<file path="config.mk">
export PLATFORM = sky130hd
export DESIGN_NAME = taylor_sine_approximator
export DESIGN_NICKNAME = d
export VERILOG_FILES = /design/src/tsa_pkg.sv /design/src/taylor_sine_approximator.sv /design/src/tsa_csr.sv /design/src/tsa_digit_mul.sv
export SDC_FILE = /design/constraint.sdc
export NUM_CORES = 1
export LEC_CHECK = 0
export BUFFER_PORTS_ARGS = -buffer_cell sky130_fd_sc_hd__buf_2
export CORE_MARGIN = 5
export CORE_UTILIZATION = 60
export CTS_CLUSTER_DIAMETER = 200
export CTS_CLUSTER_SIZE = 30
export DETAILED_ROUTE_END_ITERATION = 6
export PLACE_DENSITY_LB_ADDON = 0.12
export SLEW_MARGIN = 20
export SYNTH_ARGS = -nofsm -noshare
export SYNTH_HDL_FRONTEND = slang
export SYNTH_SLANG_ARGS = --single-unit
</file>
<file path="constraint.sdc">
create_clock -name clock -period 7.35 [get_ports clock]
set_input_delay 1.47 -clock clock [delete_from_list [all_inputs] [get_ports clock]]
set_output_delay 1.47 -clock clock [all_outputs]
set_load 0.01 [all_outputs]
</file>
<file path="src/tsa_pkg.sv">
// shared constants, types and the reciprocal table of the taylor sine block
// no dependencies; used by tsa_csr, tsa_digit_mul, taylor_sine_approximator and its testbench
package tsa_pkg;

   // field widths
   localparam int ANGLE_W = 31;
   localparam int SINE_W = 48;
   localparam int POWER_W = 5;
   localparam int MAX_POWER_DEF = 31;
   localparam logic [POWER_W-1:0] MAX_POWER_RST = 5'd7;

   // series datapath widths
   localparam int TERM_W = 47;
   localparam int X2_W = 41;
   localparam int RECIP_W = 32;
   localparam int TERM0_SHIFT = 6;
   localparam int SQ_SHIFT = 20;
   localparam int FRAC_SHIFT = 32;
   localparam logic [TERM_W-1:0] TERM_MAX = {TERM_W{1'b1}};
   localparam logic [SINE_W-1:0] SUM_MAX = {1'b0, {(SINE_W-1){1'b1}}};
   localparam logic [SINE_W-1:0] SUM_MIN = {1'b1, {(SINE_W-1){1'b0}}};

   // digit-serial multiplier
   localparam int DIGIT_W = 4;
   localparam int MCAND_W = 56;
   localparam int MPLIER_W = 44;
   localparam int PROD_W = MCAND_W + MPLIER_W;
   localparam int MUL_DIGITS = MPLIER_W / DIGIT_W;
   localparam int MUL_CNT_W = $clog2(MUL_DIGITS);

   // configuration port
   localparam int APB_DATA_W = 32;
   localparam int APB_ADDR_W = 3;
   localparam int REG_IDX_W = APB_ADDR_W - 2;
   localparam logic [REG_IDX_W-1:0] REG_MAX_POWER = 1'b0;

   typedef struct packed {
      logic                load;
      logic [MCAND_W-1:0]  mcand;
      logic [MPLIER_W-1:0] mplier;
   } mul_cmd_type;

   typedef struct packed {
      logic              done;
      logic [PROD_W-1:0] prod;
   } mul_rsp_type;

   // round(2^32 / ((n+1)(n+2))) for odd n, indexed by n >> 1
   function automatic logic [RECIP_W-1:0] recip(input logic [3:0] idx);
      logic [RECIP_W-1:0] r;
      unique case (idx)
         4'd0:  r = 32'd715827883;
         4'd1:  r = 32'd214748365;
         4'd2:  r = 32'd102261126;
         4'd3:  r = 32'd59652324;
         4'd4:  r = 32'd39045157;
         4'd5:  r = 32'd27531842;
         4'd6:  r = 32'd20452225;
         4'd7:  r = 32'd15790321;
         4'd8:  r = 32'd12558384;
         4'd9:  r = 32'd10226113;
         4'd10: r = 32'd8488078;
         4'd11: r = 32'd7158279;
         4'd12: r = 32'd6118187;
         4'd13: r = 32'd5289369;
         4'd14: r = 32'd4618244;
         4'd15: r = 32'd4067204;
      endcase
      return r;
   endfunction

endpackage

</file>
<file path="src/taylor_sine_approximator.sv">
// taylor series sine: odd terms up to L = min(max_power, MAX_POWER), Q5.26 in, Q16.32 out
// one word at a time; each product is a load followed by the digit steps on the shared
// 44-bit multiplier; each further term needs two products and an accumulate step;
// busy drops with the strobe
// synchronous active-high reset: idle, no strobe, max_power = 7
// depends on tsa_pkg, tsa_csr and tsa_digit_mul
module taylor_sine_approximator #(
   parameter int MAX_POWER = tsa_pkg::MAX_POWER_DEF
) (
   input  logic                                clock,
   input  logic                                reset,
   input  logic                                start,
   output logic                                busy,
   input  logic signed [tsa_pkg::ANGLE_W-1:0]  req_angle,
   output logic                                rsp_strobe,
   output logic signed [tsa_pkg::SINE_W-1:0]   rsp_sine_estimate,
   output logic                                rsp_saturated,
   input  logic                                psel,
   input  logic                                penable,
   input  logic                                pwrite,
   input  logic [tsa_pkg::APB_ADDR_W-1:0]      paddr,
   input  logic [tsa_pkg::APB_DATA_W-1:0]      pwdata,
   output logic [tsa_pkg::APB_DATA_W-1:0]      prdata,
   output logic                                pready
);

   typedef enum logic [4:0] {
      ST_IDLE      = 5'b00001,
      ST_SQUARE    = 5'b00010,
      ST_ACCUM     = 5'b00100,
      ST_MUL_X2    = 5'b01000,
      ST_MUL_RECIP = 5'b10000
   } state_type;

   localparam int SW = tsa_pkg::SINE_W;

   state_type                     state_ff, state_in;
   logic                          neg_ff, neg_in;
   logic [tsa_pkg::POWER_W-1:0]   lim_ff, lim_in;
   logic [tsa_pkg::POWER_W-1:0]   n_ff, n_in;
   logic [tsa_pkg::TERM_W-1:0]    term_ff, term_in;
   logic [tsa_pkg::X2_W-1:0]      x2_ff, x2_in;
   logic [SW-1:0]                 sum_ff, sum_in;
   logic                          sat_ff, sat_in;
   logic                          rsp_strobe_ff, rsp_strobe_in;
   logic [SW-1:0]                 rsp_sine_ff, rsp_sine_in;
   logic                          rsp_sat_ff, rsp_sat_in;

   logic [tsa_pkg::POWER_W-1:0]   max_power;
   logic [tsa_pkg::POWER_W-1:0]   lim_sel;
   logic [tsa_pkg::ANGLE_W-1:0]   angle_raw;
   logic [tsa_pkg::ANGLE_W-1:0]   angle_mag;
   logic                          angle_neg;
   logic [tsa_pkg::POWER_W:0]     n_plus2;
   logic [SW:0]                   sum_wide;
   logic                          sum_ovf;
   logic [SW-1:0]                 sum_next;
   logic                          term_ovf;

   tsa_pkg::mul_cmd_type          mul_cmd;
   tsa_pkg::mul_rsp_type          mul_rsp;

   tsa_csr u_csr (
      .clock     (clock),
      .reset     (reset),
      .psel      (psel),
      .penable   (penable),
      .pwrite    (pwrite),
      .paddr     (paddr),
      .pwdata    (pwdata),
      .prdata    (prdata),
      .pready    (pready),
      .max_power (max_power)
   );

   tsa_digit_mul u_mul (
      .clock   (clock),
      .reset   (reset),
      .mul_cmd (mul_cmd),
      .mul_rsp (mul_rsp)
   );

   assign busy = (state_ff != ST_IDLE);

   // magnitude of the angle; two's complement negate is exact for nonzero negatives
   assign angle_raw = req_angle;
   assign angle_neg = angle_raw[tsa_pkg::ANGLE_W-1];
   assign angle_mag = angle_neg ? (~angle_raw + 1'b1) : angle_raw;

   assign lim_sel = ({1'b0, max_power} < (tsa_pkg::POWER_W+1)'(MAX_POWER))
                  ? max_power : tsa_pkg::POWER_W'(MAX_POWER);

   assign n_plus2 = {1'b0, n_ff} + (tsa_pkg::POWER_W+1)'(2);

   // signed accumulate with clamp to the 48-bit range
   always_comb begin
      if (neg_ff) begin
         sum_wide = {sum_ff[SW-1], sum_ff} - (SW+1)'(term_ff);
      end else begin
         sum_wide = {sum_ff[SW-1], sum_ff} + (SW+1)'(term_ff);
      end
      sum_ovf = sum_wide[SW] ^ sum_wide[SW-1];
      if (sum_ovf) begin
         sum_next = sum_wide[SW] ? tsa_pkg::SUM_MIN : tsa_pkg::SUM_MAX;
      end else begin
         sum_next = sum_wide[SW-1:0];
      end
   end

   // any product bit at or above 2^47 after the fraction shift clamps the term
   assign term_ovf = |mul_rsp.prod[tsa_pkg::PROD_W-1:tsa_pkg::FRAC_SHIFT+tsa_pkg::TERM_W];

   always_comb begin
      state_in      = state_ff;
      neg_in        = neg_ff;
      lim_in        = lim_ff;
      n_in          = n_ff;
      term_in       = term_ff;
      x2_in         = x2_ff;
      sum_in        = sum_ff;
      sat_in        = sat_ff;
      rsp_strobe_in = 1'b0;
      rsp_sine_in   = rsp_sine_ff;
      rsp_sat_in    = rsp_sat_ff;
      mul_cmd.load   = 1'b0;
      mul_cmd.mcand  = tsa_pkg::MCAND_W'(term_ff);
      mul_cmd.mplier = tsa_pkg::MPLIER_W'(x2_ff);
      unique case (state_ff)
         ST_IDLE: begin
            mul_cmd.mcand  = tsa_pkg::MCAND_W'(angle_mag);
            mul_cmd.mplier = tsa_pkg::MPLIER_W'(angle_mag);
            if (start) begin
               mul_cmd.load = 1'b1;
               neg_in   = angle_neg;
               lim_in   = lim_sel;
               n_in     = tsa_pkg::POWER_W'(1);
               term_in  = {(tsa_pkg::TERM_W-tsa_pkg::TERM0_SHIFT)'(angle_mag),
                           {tsa_pkg::TERM0_SHIFT{1'b0}}};
               sum_in   = '0;
               sat_in   = 1'b0;
               state_in = ST_SQUARE;
            end
         end
         ST_SQUARE: begin
            if (mul_rsp.done) begin
               x2_in = mul_rsp.prod[tsa_pkg::SQ_SHIFT+tsa_pkg::X2_W-1:tsa_pkg::SQ_SHIFT];
               if (lim_ff == '0) begin
                  rsp_strobe_in = 1'b1;
                  rsp_sine_in   = sum_ff;
                  rsp_sat_in    = sat_ff;
                  state_in      = ST_IDLE;
               end else begin
                  state_in = ST_ACCUM;
               end
            end
         end
         ST_ACCUM: begin
            sum_in = sum_next;
            sat_in = sat_ff | sum_ovf;
            if (n_plus2 <= {1'b0, lim_ff}) begin
               // |term| * x^2, fraction shift in the upper product bits
               mul_cmd.load = 1'b1;
               state_in     = ST_MUL_X2;
            end else begin
               rsp_strobe_in = 1'b1;
               rsp_sine_in   = sum_next;
               rsp_sat_in    = sat_ff | sum_ovf;
               state_in      = ST_IDLE;
            end
         end
         ST_MUL_X2: begin
            mul_cmd.mcand  = mul_rsp.prod[tsa_pkg::PROD_W-13:tsa_pkg::FRAC_SHIFT];
            mul_cmd.mplier = tsa_pkg::MPLIER_W'(tsa_pkg::recip(n_ff[tsa_pkg::POWER_W-1:1]));
            if (mul_rsp.done) begin
               mul_cmd.load = 1'b1;
               state_in     = ST_MUL_RECIP;
            end
         end
         ST_MUL_RECIP: begin
            if (mul_rsp.done) begin
               term_in = term_ovf ? tsa_pkg::TERM_MAX
                  : mul_rsp.prod[tsa_pkg::FRAC_SHIFT+tsa_pkg::TERM_W-1:tsa_pkg::FRAC_SHIFT];
               sat_in   = sat_ff | term_ovf;
               neg_in   = !neg_ff;
               n_in     = n_plus2[tsa_pkg::POWER_W-1:0];
               state_in = ST_ACCUM;
            end
         end
         default: begin
            state_in = ST_IDLE;
         end
      endcase
   end

   always_ff @(posedge clock) begin
      if (reset) begin
         state_ff      <= ST_IDLE;
         rsp_strobe_ff <= 1'b0;
      end else begin
         state_ff      <= state_in;
         rsp_strobe_ff <= rsp_strobe_in;
      end
   end

   always_ff @(posedge clock) begin
      neg_ff      <= neg_in;
      lim_ff      <= lim_in;
      n_ff        <= n_in;
      term_ff     <= term_in;
      x2_ff       <= x2_in;
      sum_ff      <= sum_in;
      sat_ff      <= sat_in;
      rsp_sine_ff <= rsp_sine_in;
      rsp_sat_ff  <= rsp_sat_in;
   end

   assign rsp_strobe        = rsp_strobe_ff;
   assign rsp_sine_estimate = rsp_sine_ff;
   assign rsp_saturated     = rsp_sat_ff;

`ifndef ASSERT_OFF
   a_done_with_strobe : assert property (@(posedge clock) disable iff (reset)
      !$past(reset) && $fell(busy) |-> rsp_strobe)
      else $error("busy dropped without a result strobe");

   a_strobe_when_idle : assert property (@(posedge clock) disable iff (reset)
      rsp_strobe |-> !busy)
      else $error("result strobe while a word is still in work");

   a_mul_done_expected : assert property (@(posedge clock) disable iff (reset)
      mul_rsp.done |-> (state_ff == ST_SQUARE || state_ff == ST_MUL_X2
                        || state_ff == ST_MUL_RECIP))
      else $error("multiplier finished while the sequencer was not waiting");

   a_start_goes_busy : assert property (@(posedge clock) disable iff (reset)
      start && !busy |=> busy && !rsp_strobe)
      else $error("accepted word did not start the series");
`endif

endmodule

</file>
<file path="src/tsa_csr.sv">
// configuration register block: apb-style write/read of max_power
// depends on tsa_pkg
module tsa_csr (
   input  logic                           clock,
   input  logic                           reset,
   input  logic                           psel,
   input  logic                           penable,
   input  logic                           pwrite,
   input  logic [tsa_pkg::APB_ADDR_W-1:0] paddr,
   input  logic [tsa_pkg::APB_DATA_W-1:0] pwdata,
   output logic [tsa_pkg::APB_DATA_W-1:0] prdata,
   output logic                           pready,
   output logic [tsa_pkg::POWER_W-1:0]    max_power
);

   logic [tsa_pkg::POWER_W-1:0] max_power_ff;
   logic [tsa_pkg::POWER_W-1:0] max_power_in;
   logic                        reg_sel;
   logic                        wr_en;

   assign pready  = 1'b1;
   assign reg_sel = (paddr[tsa_pkg::APB_ADDR_W-1:2] == tsa_pkg::REG_MAX_POWER);
   assign wr_en   = psel && penable && pwrite && pready;

   always_comb begin
      max_power_in = max_power_ff;
      if (wr_en && reg_sel) begin
         max_power_in = pwdata[tsa_pkg::POWER_W-1:0];
      end
   end

   always_ff @(posedge clock) begin
      if (reset) begin
         max_power_ff <= tsa_pkg::MAX_POWER_RST;
      end else begin
         max_power_ff <= max_power_in;
      end
   end

   assign prdata = reg_sel
      ? {{(tsa_pkg::APB_DATA_W-tsa_pkg::POWER_W){1'b0}}, max_power_ff}
      : '0;
   assign max_power = max_power_ff;

endmodule

</file>
<file path="src/tsa_digit_mul.sv">
// digit-serial unsigned multiplier, one 4-bit multiplier digit per cycle
// depends on tsa_pkg; product register shifts right as the multiplier is consumed
module tsa_digit_mul (
   input  logic                 clock,
   input  logic                 reset,
   input  tsa_pkg::mul_cmd_type mul_cmd,
   output tsa_pkg::mul_rsp_type mul_rsp
);

   localparam int SUM_W = tsa_pkg::MCAND_W + tsa_pkg::DIGIT_W;

   logic [tsa_pkg::PROD_W-1:0]    prod_ff, prod_in;
   logic [tsa_pkg::MCAND_W-1:0]   mcand_ff, mcand_in;
   logic [tsa_pkg::MUL_CNT_W-1:0] cnt_ff, cnt_in;
   logic                          run_ff, run_in;
   logic                          done_ff, done_in;
   logic [tsa_pkg::DIGIT_W-1:0]   digit;
   logic [SUM_W-1:0]              partial;

   assign digit = prod_ff[tsa_pkg::DIGIT_W-1:0];
   // upper 56 product bits plus multiplicand times the lowest unconsumed digit
   assign partial = {{tsa_pkg::DIGIT_W{1'b0}}, prod_ff[tsa_pkg::PROD_W-1:tsa_pkg::MPLIER_W]}
                  + SUM_W'(mcand_ff) * SUM_W'(digit);

   always_comb begin
      prod_in  = prod_ff;
      mcand_in = mcand_ff;
      cnt_in   = cnt_ff;
      run_in   = run_ff;
      done_in  = 1'b0;
      if (mul_cmd.load) begin
         prod_in  = {{tsa_pkg::MCAND_W{1'b0}}, mul_cmd.mplier};
         mcand_in = mul_cmd.mcand;
         cnt_in   = '0;
         run_in   = 1'b1;
      end else if (run_ff) begin
         prod_in = {partial, prod_ff[tsa_pkg::MPLIER_W-1:tsa_pkg::DIGIT_W]};
         if (cnt_ff == tsa_pkg::MUL_CNT_W'(tsa_pkg::MUL_DIGITS - 1)) begin
            run_in  = 1'b0;
            done_in = 1'b1;
         end else begin
            cnt_in = cnt_ff + 1'b1;
         end
      end
   end

   always_ff @(posedge clock) begin
      if (reset) begin
         cnt_ff  <= '0;
         run_ff  <= 1'b0;
         done_ff <= 1'b0;
      end else begin
         cnt_ff  <= cnt_in;
         run_ff  <= run_in;
         done_ff <= done_in;
      end
   end

   always_ff @(posedge clock) begin
      prod_ff  <= prod_in;
      mcand_ff <= mcand_in;
   end

   assign mul_rsp.done = done_ff;
   assign mul_rsp.prod = prod_ff;

endmodule

</file>
Yosys cells after proc, flatten, opt, wreduce, memory -nomap -nowiden
Memories as Yosys holds them, arrays and structs flattened. A register that Yosys moved wholly into a read port is not among the register bits.
Index checks and enable logic that the tools add are counted.
{"block": "op_classes", "n_reduce_logical": 21, "n_lt_le_gt_ge": 2, "add_sub_neg": 6, "n_eq_ne": 13, "multipliers": 1, "bitwise": 7, "n_mux": 51}
{"cell": "$mux 48", "n": 6}
{"cell": "$pmux 100 s2", "n": 1}
{"cell": "$pmux 48 s2", "n": 2}
{"cell": "$mux 47", "n": 3}
{"cell": "$pmux 47 s2", "n": 1}
{"cell": "$mux 44", "n": 2}
{"cell": "$add 56x60->60", "n": 1}
{"cell": "$mul 56x4->60", "n": 1}
{"cell": "$add 48x48->49", "n": 1}
{"cell": "$mux 49", "n": 1}
{"cell": "$sub 48x48->49", "n": 1}
{"cell": "$mux 5", "n": 7}
{"cell": "$add 31x1->31 const B", "n": 1}
{"cell": "$mux 31", "n": 1}
{"cell": "$not 31->31", "n": 1}
{"cell": "$pmux 5 s5", "n": 1}
{"cell": "$reduce_or 21->1", "n": 1}
{"cell": "$mux 1", "n": 17}
{"cell": "$pmux 5 s2", "n": 1}
{"cell": "$mux 4", "n": 2}
{"cell": "$reduce_and 2->1", "n": 4}
{"cell": "$reduce_and 4->1", "n": 2}
{"cell": "$reduce_bool 2->1", "n": 4}
{"cell": "$add 5x2->6 const B", "n": 1}
{"cell": "25 further kinds", "n": 38}
{"block": "word_totals", "mem_bits_ro": 464, "mem_count": 1, "output_inout_bits": 84, "reg_bits": 370}
{"name": "(no name shown)", "words": 16, "width": 29, "read_ports": 1, "rd_clocked_by_memory_dff": 1, "wr": 0, "line": "tsa_pkg.sv:51", "text": "unique case (idx)"}

Depth between registers and ports, before layout
Gate-level depths: netlist (run 1).
{"block": "depth", "ltp_word": 6, "depth_mapped": 22, "mapped_depth_nobuf": 20}

Cells and area by module
From an unflattened synthesis (run 1), not the netlist that was laid out.
{"block": "unflattened", "cells_unflattened": 3242, "area_unflattened_um2": 30585.6}
{"module": "taylor_sine_approximator", "seq_area_each_um2": 6586.3, "cells_each": 1630, "instances": 1, "area_each_um2": 15193.3}
{"module": "tsa_digit_mul", "seq_area_each_um2": 4244.1, "cells_each": 1554, "instances": 1, "area_each_um2": 14908.0}
{"module": "tsa_csr", "seq_area_each_um2": 100.1, "cells_each": 58, "instances": 1, "area_each_um2": 484.2}

Least setup slack after synthesis (run 1)
Ideal clock, no wire load.
{"block": "synth_path", "path_kind": "input to register", "startpoint": "in start", "endpoint": "reg with a tool-made name", "slack_ns": 1.694, "arrival_ns": 5.582, "cell_stages": 9, "path_cell_list": "nand2_1 > o21ai_1 > mux2i_1 > inv_1 > ha_1 > clkbuf_1 > nor2_1 > or3b_2 > o21ai_0"}
{"element": "start: declaration", "line": "taylor_sine_approximator.sv:12", "text": "input logic start,"}

Final worst setup path (run 1)
{"block": "layout_path", "startpoint": "reg term_ff[0] in the netlist's numbering", "endpoint": "reg sat_ff (data pin)"}
{"block": "layout_via", "elab_chain_len": 5}
{"element": "start: declaration", "line": "taylor_sine_approximator.sv:41", "text": "logic [tsa_pkg::TERM_W-1:0] term_ff, term_in;"}
{"element": "start signal: assignment", "line": "taylor_sine_approximator.sv:209", "text": "term_ff <= term_in;"}
{"element": "$add 48x48->49 or $sub 48x48->49 (tied branches)", "line": "taylor_sine_approximator.sv:100, taylor_sine_approximator.sv:98"}
{"element": "$mux 49 (*)", "line": "taylor_sine_approximator.sv:97", "text": "if (neg_ff) begin"}
{"element": "$xor 1x1->1 (*)", "line": "taylor_sine_approximator.sv:102", "text": "sum_ovf = sum_wide[SW] ^ sum_wide[SW-1];"}
{"element": "$or 1x1->1 (*)", "line": "taylor_sine_approximator.sv:159", "text": "sat_in = sat_ff | sum_ovf;"}
{"element": "$pmux 1 s3 (*)", "line": "taylor_sine_approximator.sv:128", "text": "unique case (state_ff)"}
{"element": "named net sat_in", "line": "taylor_sine_approximator.sv:44", "text": "logic sat_ff, sat_in;"}
{"element": "end signal: assignment", "line": "taylor_sine_approximator.sv:212", "text": "sat_ff <= sat_in;"}
{"element": "end: declaration", "line": "taylor_sine_approximator.sv:44"}
The timed path passes the listed nets; every way through them passes the cells marked *.
A chain may end at the register's enable or synchronous reset.

==> results.sh, run 1 <==
export IMPL_synth_flop_cell="edfxtp_1"
export IMPL_reg2reg_slack_ps=870
export IMPL_yosysUniqueCellTypes=77
export IMPL_dieArea_mm2=0.0535
export IMPL_synthMuxAreaShare_pct=1.47
export IMPL_critical_path_arrival_ps=6930
export IMPL_grt_pass1_vias=22900
export IMPL_leakagePower_nw=13.1
export IMPL_routed_via_count=23200
export IMPL_hpwlAfterDp_um=61400
export IMPL_layout_drive_gt1_share_pct=5.86
export IMPL_antenna_found_initial=2
export IMPL_fillCellCount=4163
export IMPL_antenna_left=0
export IMPL_powerDensity_mw_per_mm2=387
export IMPL_cts_clk_slew_worst_paths_ps=120
export IMPL_fmax_ghz=0.154
export IMPL_dieWidth_um=231
export IMPL_gp_congestion=0.956
export IMPL_endpoint="sat_ff"
export IMPL_cts_sinks=398
export IMPL_cp_depth=18
export IMPL_cts_root_buf="clkbuf_16"
export IMPL_r2r_start="term_ff[0]"
export IMPL_slew_viol_final=0
export IMPL_synth_compound_area_share_pct=16.4
export IMPL_min_period_over_period_pct=88.2
export IMPL_postCtsSetupRepairBufs=0
export IMPL_slowest_stage="nor4_1"
export IMPL_cp_end_kind="flip-flop"
export IMPL_design_core_area_mm2=0.0487
export IMPL_syn_to_final_growth_pct=4.55
export IMPL_post_cts_resize_count=0
export IMPL_synth_top_family_by_area="adder cells"
export IMPL_startpoint="term_ff[0]"
export IMPL_synthSimpleGateAreaFrac_pct=16.8
export IMPL_period_needed_ps=6480
export IMPL_drc=0
export IMPL_first_pass_iters=6
export IMPL_setup_viol=0
export IMPL_io_buffer_count=98
export IMPL_r2r_cells=18
export IMPL_grt_pass1_wl_um=127000
export IMPL_post_place_ws_ps=1060
export IMPL_rsz0062_at_grt="no"
export IMPL_overflow=0
export IMPL_cp_top_family="compound AO/OA/AOI/OAI gates"
export IMPL_final_common_cell="edfxtp_1"
export IMPL_async_flop_share_pct=0
export IMPL_total_power_mw=11.9
export IMPL_track_usage_pct=29.8
export IMPL_startpoint_type="flip-flop"
export IMPL_yosys_warnings=0
export IMPL_clock_skew_ps=61.7
export IMPL_regToRegEndpoint="sat_ff"
export IMPL_finalNonFillerCells=3788
export IMPL_slew_limit_headroom_pct=21.5
export IMPL_layout_setup_ws_ps=865
export IMPL_slowest_delay_ps=780
export IMPL_htree_levels=1
export IMPL_cts_hold_buf=0
export IMPL_placed_cells=3756
export IMPL_synth_adder_area_share_pct=16.8
export IMPL_wl_um=81000
export IMPL_status="completed"
export IMPL_synth_area_per_cell_um2=9.39
export IMPL_hold_class="reg2reg"
export IMPL_cp_max_fo=19
export IMPL_drt_iter0_markers=2186
export IMPL_vias_per_cell=6.13
export IMPL_die_h_um=231
export IMPL_cts_tree="done"
export IMPL_hold_viol_final=0
export IMPL_start_util_pct=60.3
export IMPL_clk_latency_ps=590
export IMPL_tightest_slew_ps=1180
export IMPL_ios=156
export IMPL_setup_worst_path_class="reg2reg"
export IMPL_rows=81
export IMPL_critical_path_required_ps=7790
export IMPL_peakVddDrop_uv=241
export IMPL_synth_edff_count=296
export IMPL_drv_cap=0
export IMPL_synth_area_mm2=0.0294
export IMPL_yosys_area_share_xor_xnor_pct=5.06
export IMPL_synth_seq_cells=398
export IMPL_synth_seq_area_share_pct=37.2
export IMPL_grt_max_degree=113
export IMPL_postSynthCellCount=3129
export IMPL_worstPathCellList="inv_1, ha_1, nor3b_1, nand2_1, nor4_1, a21oi_1, xnor2_1, ha_1, a21o_1, o21bai_1, a221o_1, a41oi_1, a31oi_1, a21o_1, a311oi_1, nand2_1, a21oi_1, a221o_1"
export IMPL_layout_common_cells="296 x edfxtp_1, 279 x nor2_1, 274 x inv_1"
export IMPL_fin_tns_setup_ps=0
export IMPL_clk_path_buf_depth=3
export IMPL_numCtsBuffers=17
export IMPL_wire_per_inst_um=21.4
export IMPL_worst_path_buf_inv=1
export IMPL_num_nets_final=3479
-- cell usage after synthesis, drive strengths merged (34+ instances only) --
cell type / count / area share, %
a221oi: 34 / 1.0
nor3: 71 / 1.2
a21o: 97 / 2.5
inv: 275 / 3.5
ha: 132 / 5.6
nor2: 280 / 3.6
a21oi: 262 / 4.5
fa: 164 / 11
xor2: 64 / 1.9
nand2: 258 / 3.3
buf: 49 / 1.0
clkbuf: 139 / 1.8
o21ai: 126 / 2.2
dfxtp: 102 / 6.9
mux2i: 41 / 1.4
xnor2: 105 / 3.1
a221o: 36 / 1.2
edfxtp: 296 / 30
and2: 198 / 4.2
nand3: 55 / 0.94
-- kinds of logic (layout without fill, tap and decap cells) --
group           count (synthesis)  after routing
simple gates                 1015           1015
compound gates                742            742
buf+inv                       464            431
flops                         398            398
fa+ha+maj                     296            296
xor+xnor                      169            169
mux                            43             43
other cells                     2             30
-- per-stage QoR --
stage / hold slack, ps / utilization (%) / instance area [um^2]
after floorplan: 427 / - / 29500
after global placement: 433 / 62.0 / 30200
after detailed placement: 437 / 62.0 / 30200
after CTS: 465 / 63.0 / 30700
after global routing: 487 / 63.0 / 30700
final: 463 / 63.0 / 30700
-- where the power goes --
group | internal, mW | switching (mW) | total (mW) | leakage (nW)
Sequential | 2.80 | 0.394 | 3.19 | 3.66
Clock | 0.456 | 0.754 | 1.21 | 0.238
Combinational | 2.93 | 4.57 | 7.50 | 9.21
Total | 6.19 | 5.72 | 11.9 | 13.1
-- layer usage --
layer	GRT usage [%]	vias up	part of all wire [%]
li1	-	10800	-
met2	48.8	878	47
met5	0	-	0
met3	3.23	178	6.3
met4	13.5	0	5.5
met1	40.5	11400	42
-- worst min-delay path by stage --
stage,startpoint,endpoint,slack [ps],depth (start not counted)
after floorplan,u_mul.prod_ff[20],x2_ff[0],430,0
after global placement,u_mul.prod_ff[21],x2_ff[1],430,0
after detailed placement,u_mul.prod_ff[24],x2_ff[4],440,0
after CTS,u_mul.prod_ff[21],x2_ff[1],460,0
after global routing,u_mul.prod_ff[21],x2_ff[1],490,0
final,u_mul.prod_ff[21],x2_ff[1],460,0
-- sequential cells by signal (all words and copies together), names as in the netlist, named ones only --
name               cells
sum_ff                48
lim_ff                 5
n_ff                   4
rsp_sine_estimate     48
u_mul.prod_ff        100
rsp_strobe             1
rsp_saturated          1
neg_ff                 1
state_ff               5
u_mul.cnt_ff           4
u_mul.done_ff          1
sat_ff                 1
term_ff               47
x2_ff                 41
u_csr.max_power        5
u_mul.mcand_ff        56
u_mul.run_ff           1
-- worst register-to-register path, delay by kind of cell, from the launching register on --
kind	cells	cell delay, ps
AOI/OAI and AO/OA	10	2840
and+or+nand+nor	4	2080
DFF	1	560
adders and majority gates	2	530
xor gates and xnor gates	1	240
buffers and inverters	1	110
-- cell type report --
class / count / area, um^2 / share of cell area, %
antenna: 2 / 5.00 / 0.0163
clock buffer: 28 / 467 / 1.52
clock inverter: 2 / 38.8 / 0.126
inverter: 276 / 1040 / 3.39
multi-input combinational: 2293 / 16700 / 54.4
sequential: 398 / 10900 / 35.6
tap: 664 / 831 / 2.70
timing repair buffer: 125 / 693 / 2.26
(Power assumes the default switching activity.)
==> run 2: changes to the inputs <==
Settings changed: REMOVE_ABC_BUFFERS set to 1.
==> run 2 against run 1 <==
  * First-iteration DRC count is 7.4% lower
  * Via count decreased by 0.48%
  * Critical path depth rose by 1
  * Register-to-register slack improved by 280 ps
  * Global-route usage increased by 0.52 points
  * Core utilization rose by 0.087 points
  * Clock power about the same
  * Cell count up 0.13%
  * Total power is 0.54% higher
  * Count of clock-buffer cells in the layout did not move
  * Highest routed layer unchanged
==> results.sh, run 2 (same netlist as run 1, synthesis figures left out) <==
export IMPL_hpwlAfterDp_um=62000
export IMPL_top_regs="u_mul.prod_ff x100, u_mul.mcand_ff x56"
export IMPL_status="completed"
export IMPL_hold_class="reg2reg"
export IMPL_startpoint_type="flip-flop"
export IMPL_setup_worst_path_class="reg2reg"
export IMPL_antenna_left=0
export IMPL_final_util_pct=63.1
export IMPL_first_pass_iters=7
export IMPL_seq_power_share_pct=26.5
export IMPL_vias_per_cell=6.09
export IMPL_routed_via_count=23100
export IMPL_cp_end_kind="flip-flop"
export IMPL_gp_congestion=0.956
export IMPL_io_buffer_count=98
export IMPL_critical_path_arrival_ps=6620
export IMPL_clock_power_share_pct=10.1
export IMPL_finalNonFillerCells=3793
export IMPL_cts_sinks=398
export IMPL_met3_usage_pct=2.98
export IMPL_drv_cap=0
export IMPL_final_common_cell="edfxtp_1"
export IMPL_holdPathStages=0
export IMPL_postCtsSetupRepairBufs=0
export IMPL_tightest_slew_ps=1100
export IMPL_post_cts_resize_count=0
export IMPL_numCtsBuffers=17
export IMPL_hold_viol_final=0
export IMPL_p_switching_mw=5.75
export IMPL_peakVddDrop_uv=252
export IMPL_worstPathCellList="inv_1, ha_1, nor3b_1, nand2_1, nor4_1, a21oi_1, xnor2_1, ha_1, a21o_1, o21bai_1, a221o_1, a41oi_1, a31oi_1, a21o_1, a311oi_1, o21ai_2, buf_4, a211o_1, nand2_1"
export IMPL_clk_path_buf_depth=3
export IMPL_antenna_found_initial=2
export IMPL_num_nets_final=3484
export IMPL_finalInstanceArea_mm2=0.0308
export IMPL_power_frac_comb_pct=63.4
export IMPL_layout_setup_ws_ps=1140
export IMPL_regToRegEndpoint="sum_ff[4]"
export IMPL_hold_end="x2_ff[3]"
export IMPL_syn_to_final_growth_pct=4.70
export IMPL_worstHoldStart="u_mul.prod_ff[23]"
export IMPL_rows=81
export IMPL_slowest_delay_ps=790
export IMPL_cts_clk_slew_worst_paths_ps=110
export IMPL_placed_cell_area_mm2=0.0303
export IMPL_wire_per_inst_um=21.6
export IMPL_cp_max_fo=41
export IMPL_wl_um=82100
export IMPL_slowest_stage="nor4_1"
export IMPL_grt_pass1_vias=23000
export IMPL_regMostFlops="u_mul.prod_ff"
export IMPL_clk_latency_ps=570
export IMPL_fin_hold_ws_ps=468
export IMPL_layout_drive_gt1_share_pct=6.04
export IMPL_critical_path_required_ps=7770
export IMPL_die_h_um=231
export IMPL_overflow=0
export IMPL_start_util_pct=60.3
export IMPL_track_usage_pct=30.4
export IMPL_grt_max_degree=101
export IMPL_grt_util_met2_pct=50.3
export IMPL_drt_iter0_markers=2024
export IMPL_min_period_over_period_pct=84.4
export IMPL_r2r_start="term_ff[1]"
export IMPL_met1_usage_pct=42.4
export IMPL_layout_common_cells="296 x edfxtp_1, 279 x nor2_1, 274 x inv_1"
export IMPL_slew_viol_final=0
export IMPL_reg2reg_slack_ps=1140
export IMPL_largest_reg_flops=100
export IMPL_clock_skew_ps=29.2
export IMPL_grt_busiest_layer="met2"
export IMPL_r2r_cells=19
export IMPL_htree_levels=1
export IMPL_grt_pass1_wl_um=130000
export IMPL_ios=156
export IMPL_slew_limit_headroom_pct=26.3
export IMPL_dieArea_mm2=0.0535
export IMPL_period_needed_ps=6210
export IMPL_p_int_mw=6.22
export IMPL_design_core_area_mm2=0.0487
export IMPL_leakagePower_nw=13.1
export IMPL_post_place_ws_ps=1280
export IMPL_drc=0
export IMPL_dieWidth_um=231
export IMPL_cts_root_buf="clkbuf_16"
export IMPL_cts_hold_buf=0
export IMPL_rsz0062_at_grt="no"
export IMPL_cts_tree="done"
export IMPL_powerDensity_mw_per_mm2=389
export IMPL_placed_cells=3761
export IMPL_swShare_pct=48.1
export IMPL_fmax_ghz=0.161
export IMPL_setup_viol=0
==> run 2: changes by cell type in the layout (fill, tap and decap cells not counted) <==
cell / delta
buf_4: +5
nor3b_1: -1
nor3b_2: +1
==> run 2: per-layer routing <==
| metal | vias up | wire length, um |
|---|---|---|
| met2 | 841 | 38600 |
| met4 | 0 | 3350 |
| met5 | - | 0 |
| met1 | 11300 | 35200 |
| met3 | 134 | 5020 |
| li1 | 10800 | - |
==> run 2: power by group through the flow <==
| stage | logic, mW | registers, mW | clock network [mW] |
|---|---|---|---|
| global route | 8.51 | 3.20 | 1.30 |
| detailed placement | 7.45 | 3.22 | 0 |
| finish | 7.59 | 3.18 | 1.21 |
| global placement | 7.33 | 3.21 | 0 |
| CTS | 7.51 | 3.17 | 1.23 |
| floorplan | 5.67 | 3.07 | 0 |
==> run 2: worst max-delay path by stage <==
stage                           startpoint                    end  slack (ps)
after floorplan                state_ff[1]      u_mul.prod_ff[29]       -2250
after global placement    u_mul.prod_ff[2]      u_mul.prod_ff[94]        1360
after detailed placement        term_ff[9]  rsp_sine_estimate[41]        1280
after CTS                       term_ff[1]  rsp_sine_estimate[41]        1220
after global routing            term_ff[1]  rsp_sine_estimate[12]         530
final                           term_ff[1]              sum_ff[4]        1140
==> run 2: area by class of cell <==
class | count | area (um^2)
fillers | 4135 | 18000
multi-input cells | 2293 | 16700
flip-flops and latches | 398 | 10900
inverters | 276 | 1040
well taps | 664 | 831
repair buffers | 130 | 731
clock buffers | 28 | 467
clock inverters | 2 | 38.8
diodes | 2 | 5.00
==> run 2: stage by stage <==
step                      setup TNS [ps]  total power [mW]
after floorplan                  -329320              8.74
after global placement                 0              10.5
after detailed placement               0              10.7
after CTS                              0              11.9
after global routing                   0              13.0
final                                  0              12.0
==> run 2: worst max-delay path, delay by kind of cell (launching register included) <==
kind	cells	cell delay [ps]
xor gates and xnor gates	1	170
buffers and inverters	2	390
adders and majority gates	2	580
AOI/OAI and AO/OA	10	2810
DFF	1	540
and+or+nand+nor	4	1510
==> run 3: changes to the inputs <==
Settings changed: CORE_UTILIZATION 60 to 57.
Clock period 7.35 ns to 5.5 ns, I/O delays scaled along.
==> run 3 against run 2 <==
  * Critical path depth rose by 1
  * Core utilization down 1.9 points
  * Sequential power is 33% higher
  * Worst setup slack got worse by 940 ps
  * Highest routed layer unchanged
  * Clock power is 32% higher
  * Global-route usage down 1.4 points
  * Hold slack worse by 10 ps
  * Clock skew grew 22 ps
  * Sequential share of layout area decreased by 0.67 points
  * Critical path type unchanged
  * Largest cell class unchanged
==> results.sh, run 3 (same netlist as run 1, synthesis figures left out) <==
export IMPL_power_frac_comb_pct=64.7
export IMPL_num_nets_final=3536
export IMPL_holdPathStages=0
export IMPL_setup_viol=0
export IMPL_first_pass_iters=5
export IMPL_wire_per_inst_um=21.7
export IMPL_cts_sinks=398
export IMPL_status="completed"
export IMPL_antenna_found_initial=1
export IMPL_startpoint_type="flip-flop"
export IMPL_clock_skew_ps=51.6
export IMPL_critical_path_required_ps=5980
export IMPL_regToRegEndpoint="u_mul.prod_ff[93]"
export IMPL_start_util_pct=57.4
export IMPL_fmax_ghz=0.189
export IMPL_placed_cells=3828
export IMPL_die_h_um=237
export IMPL_cp_end_kind="flip-flop"
export IMPL_layout_drive_gt1_share_pct=8.30
export IMPL_total_power_mw=16.5
export IMPL_critical_path_arrival_ps=5770
export IMPL_peakVddDrop_uv=329
export IMPL_clk_latency_ps=580
export IMPL_fillCellCount=4462
export IMPL_htree_levels=1
export IMPL_dieArea_mm2=0.0562
export IMPL_clock_power_share_pct=9.7
export IMPL_seq_power_share_pct=25.6
export IMPL_cts_tree="done"
export IMPL_hold_viol_final=0
export IMPL_ios=156
export IMPL_top_regs="u_mul.prod_ff x100, u_mul.mcand_ff x56"
export IMPL_vias_per_cell=6.06
export IMPL_overflow=0
export IMPL_clk_path_buf_depth=3
export IMPL_largest_reg_flops=100
export IMPL_p_int_mw=8.67
export IMPL_r2r_cells=20
export IMPL_cts_hold_buf=0
export IMPL_regMostFlops="u_mul.prod_ff"
export IMPL_period_needed_ps=5300
export IMPL_layout_common_cells="296 x edfxtp_1, 279 x nor2_1, 274 x inv_1"
export IMPL_finalNonFillerCells=3860
export IMPL_setup_worst_path_class="reg2reg"
export IMPL_drc=0
export IMPL_reg2reg_slack_ps=200
export IMPL_drt_iter0_markers=2277
export IMPL_routed_via_count=23400
export IMPL_powerDensity_mw_per_mm2=527
export IMPL_io_buffer_count=98
export IMPL_tightest_slew_ps=1090
export IMPL_hold_class="reg2reg"
export IMPL_startpoint="u_mul.prod_ff[3]"
export IMPL_numCtsBuffers=17
export IMPL_antenna_left=0
export IMPL_final_common_cell="edfxtp_1"
export IMPL_grt_pass1_wl_um=130000
export IMPL_dieWidth_um=237
export IMPL_wl_um=83600
export IMPL_leakagePower_nw=13.4
export IMPL_track_usage_pct=28.9
export IMPL_swShare_pct=47.5
export IMPL_gp_congestion=0.944
export IMPL_grt_max_degree=145
export IMPL_slew_limit_headroom_pct=27.3
export IMPL_hpwlAfterDp_um=64600
export IMPL_cts_clk_slew_worst_paths_ps=130
export IMPL_cp_max_fo=29
export IMPL_cts_root_buf="clkbuf_16"
export IMPL_min_period_over_period_pct=96.3
export IMPL_syn_to_final_growth_pct=6.70
export IMPL_drv_cap=0
export IMPL_endpoint="u_mul.prod_ff[93]"
export IMPL_rows=83
export IMPL_grt_pass1_vias=23200
export IMPL_p_switching_mw=7.84
export IMPL_slew_viol_final=0
export IMPL_rsz0062_at_grt="yes"
export IMPL_r2r_start="u_mul.prod_ff[3]"
export IMPL_design_core_area_mm2=0.0512
## run 3: cell count changes in the layout (fill, tap and decap cells not counted), moves of 4 or more
cell,delta
buf_4,+48
o21ai_0,-5
a21oi_2,+4
a21oi_1,-4
o21ai_1,+4
a2111oi_0,-5
buf_12,+4
## run 3: layer usage
metal / global-route usage (%) / share of wire, % / vias to the layer above
met5: 0 / 0 / -
met4: 8.80 / 3.6 / 0
met3: 2.81 / 5.8 / 150
met2: 49.1 / 48 / 801
met1: 39.7 / 43 / 11500
li1: - / - / 10900
## run 3: repair_timing
action                                  in CTS  in global routing
gates resized for setup                      1                 33
pin swaps                                    0                  3
buffers inserted                             0                  1
endpoints found under the setup margin       1                109
## run 3: stage by stage
step                setup slack, ps  hold WS, ps  utilization [%]  TNS (ps)  area (um^2)
CTS                            24.9          454             61.0         0        31200
floorplan                     -4100          422                -   -838070        28700
finish                          201          457             61.3         0        31400
detailed placement            -31.5          440             60.0     -31.5        30700
global route                  -25.6          469             61.2     -40.3        31400
global placement              -48.2          432             60.0     -48.2        30700
## run 3: how the worst min path moves through the flow
| stage | slack, ps | from | endpoint |
|---|---|---|---|
| detailed placement | 440 | u_mul.prod_ff[23] | x2_ff[3] |
| global route | 470 | u_mul.prod_ff[23] | x2_ff[3] |
| finish | 460 | u_mul.prod_ff[23] | x2_ff[3] |
| CTS | 450 | u_mul.prod_ff[23] | x2_ff[3] |
| global placement | 430 | u_mul.prod_ff[31] | x2_ff[11] |
| floorplan | 420 | u_csr.max_power[3] | lim_ff[3] |
## run 3: power by group through the flow
stage | sequential, mW | combinational (mW) | clock, mW
final | 4.23 | 10.7 | 1.60
after global routing | 4.26 | 11.9 | 1.73
after CTS | 4.22 | 10.4 | 1.63
after detailed placement | 4.28 | 10.3 | 0
after global placement | 4.27 | 10.2 | 0
after floorplan | 4.10 | 7.58 | 0
## run 3: final cells by class
class	instances	area, um^2	share of cell area, %
Antenna cell	1	2.50	0.00798
Clock buffer	28	467	1.49
Clock inverter	2	38.8	0.124
Inverter	276	1040	3.32
Multi-Input combinational cell	2293	16900	53.8
Sequential cell	398	10900	34.9
Tap cell	680	851	2.71
Timing Repair Buffer	182	1170	3.73
## run 3: critical path, stage by stage (launching register included)
cell and delay (ps):
edfxtp_1 430, buf_4 180, buf_4 220, and2_1 190
fa_1 510, fa_1 540, inv_1 50, fa_1 500
inv_1 40, ha_1 380, a21oi_1 230, o21ai_1 180
or2_2 340, a31oi_2 250, nor2_1 100, a311oi_1 260
buf_4 170, o31ai_2 90, a21oi_1 230, nor3_1 60
a221o_1 260
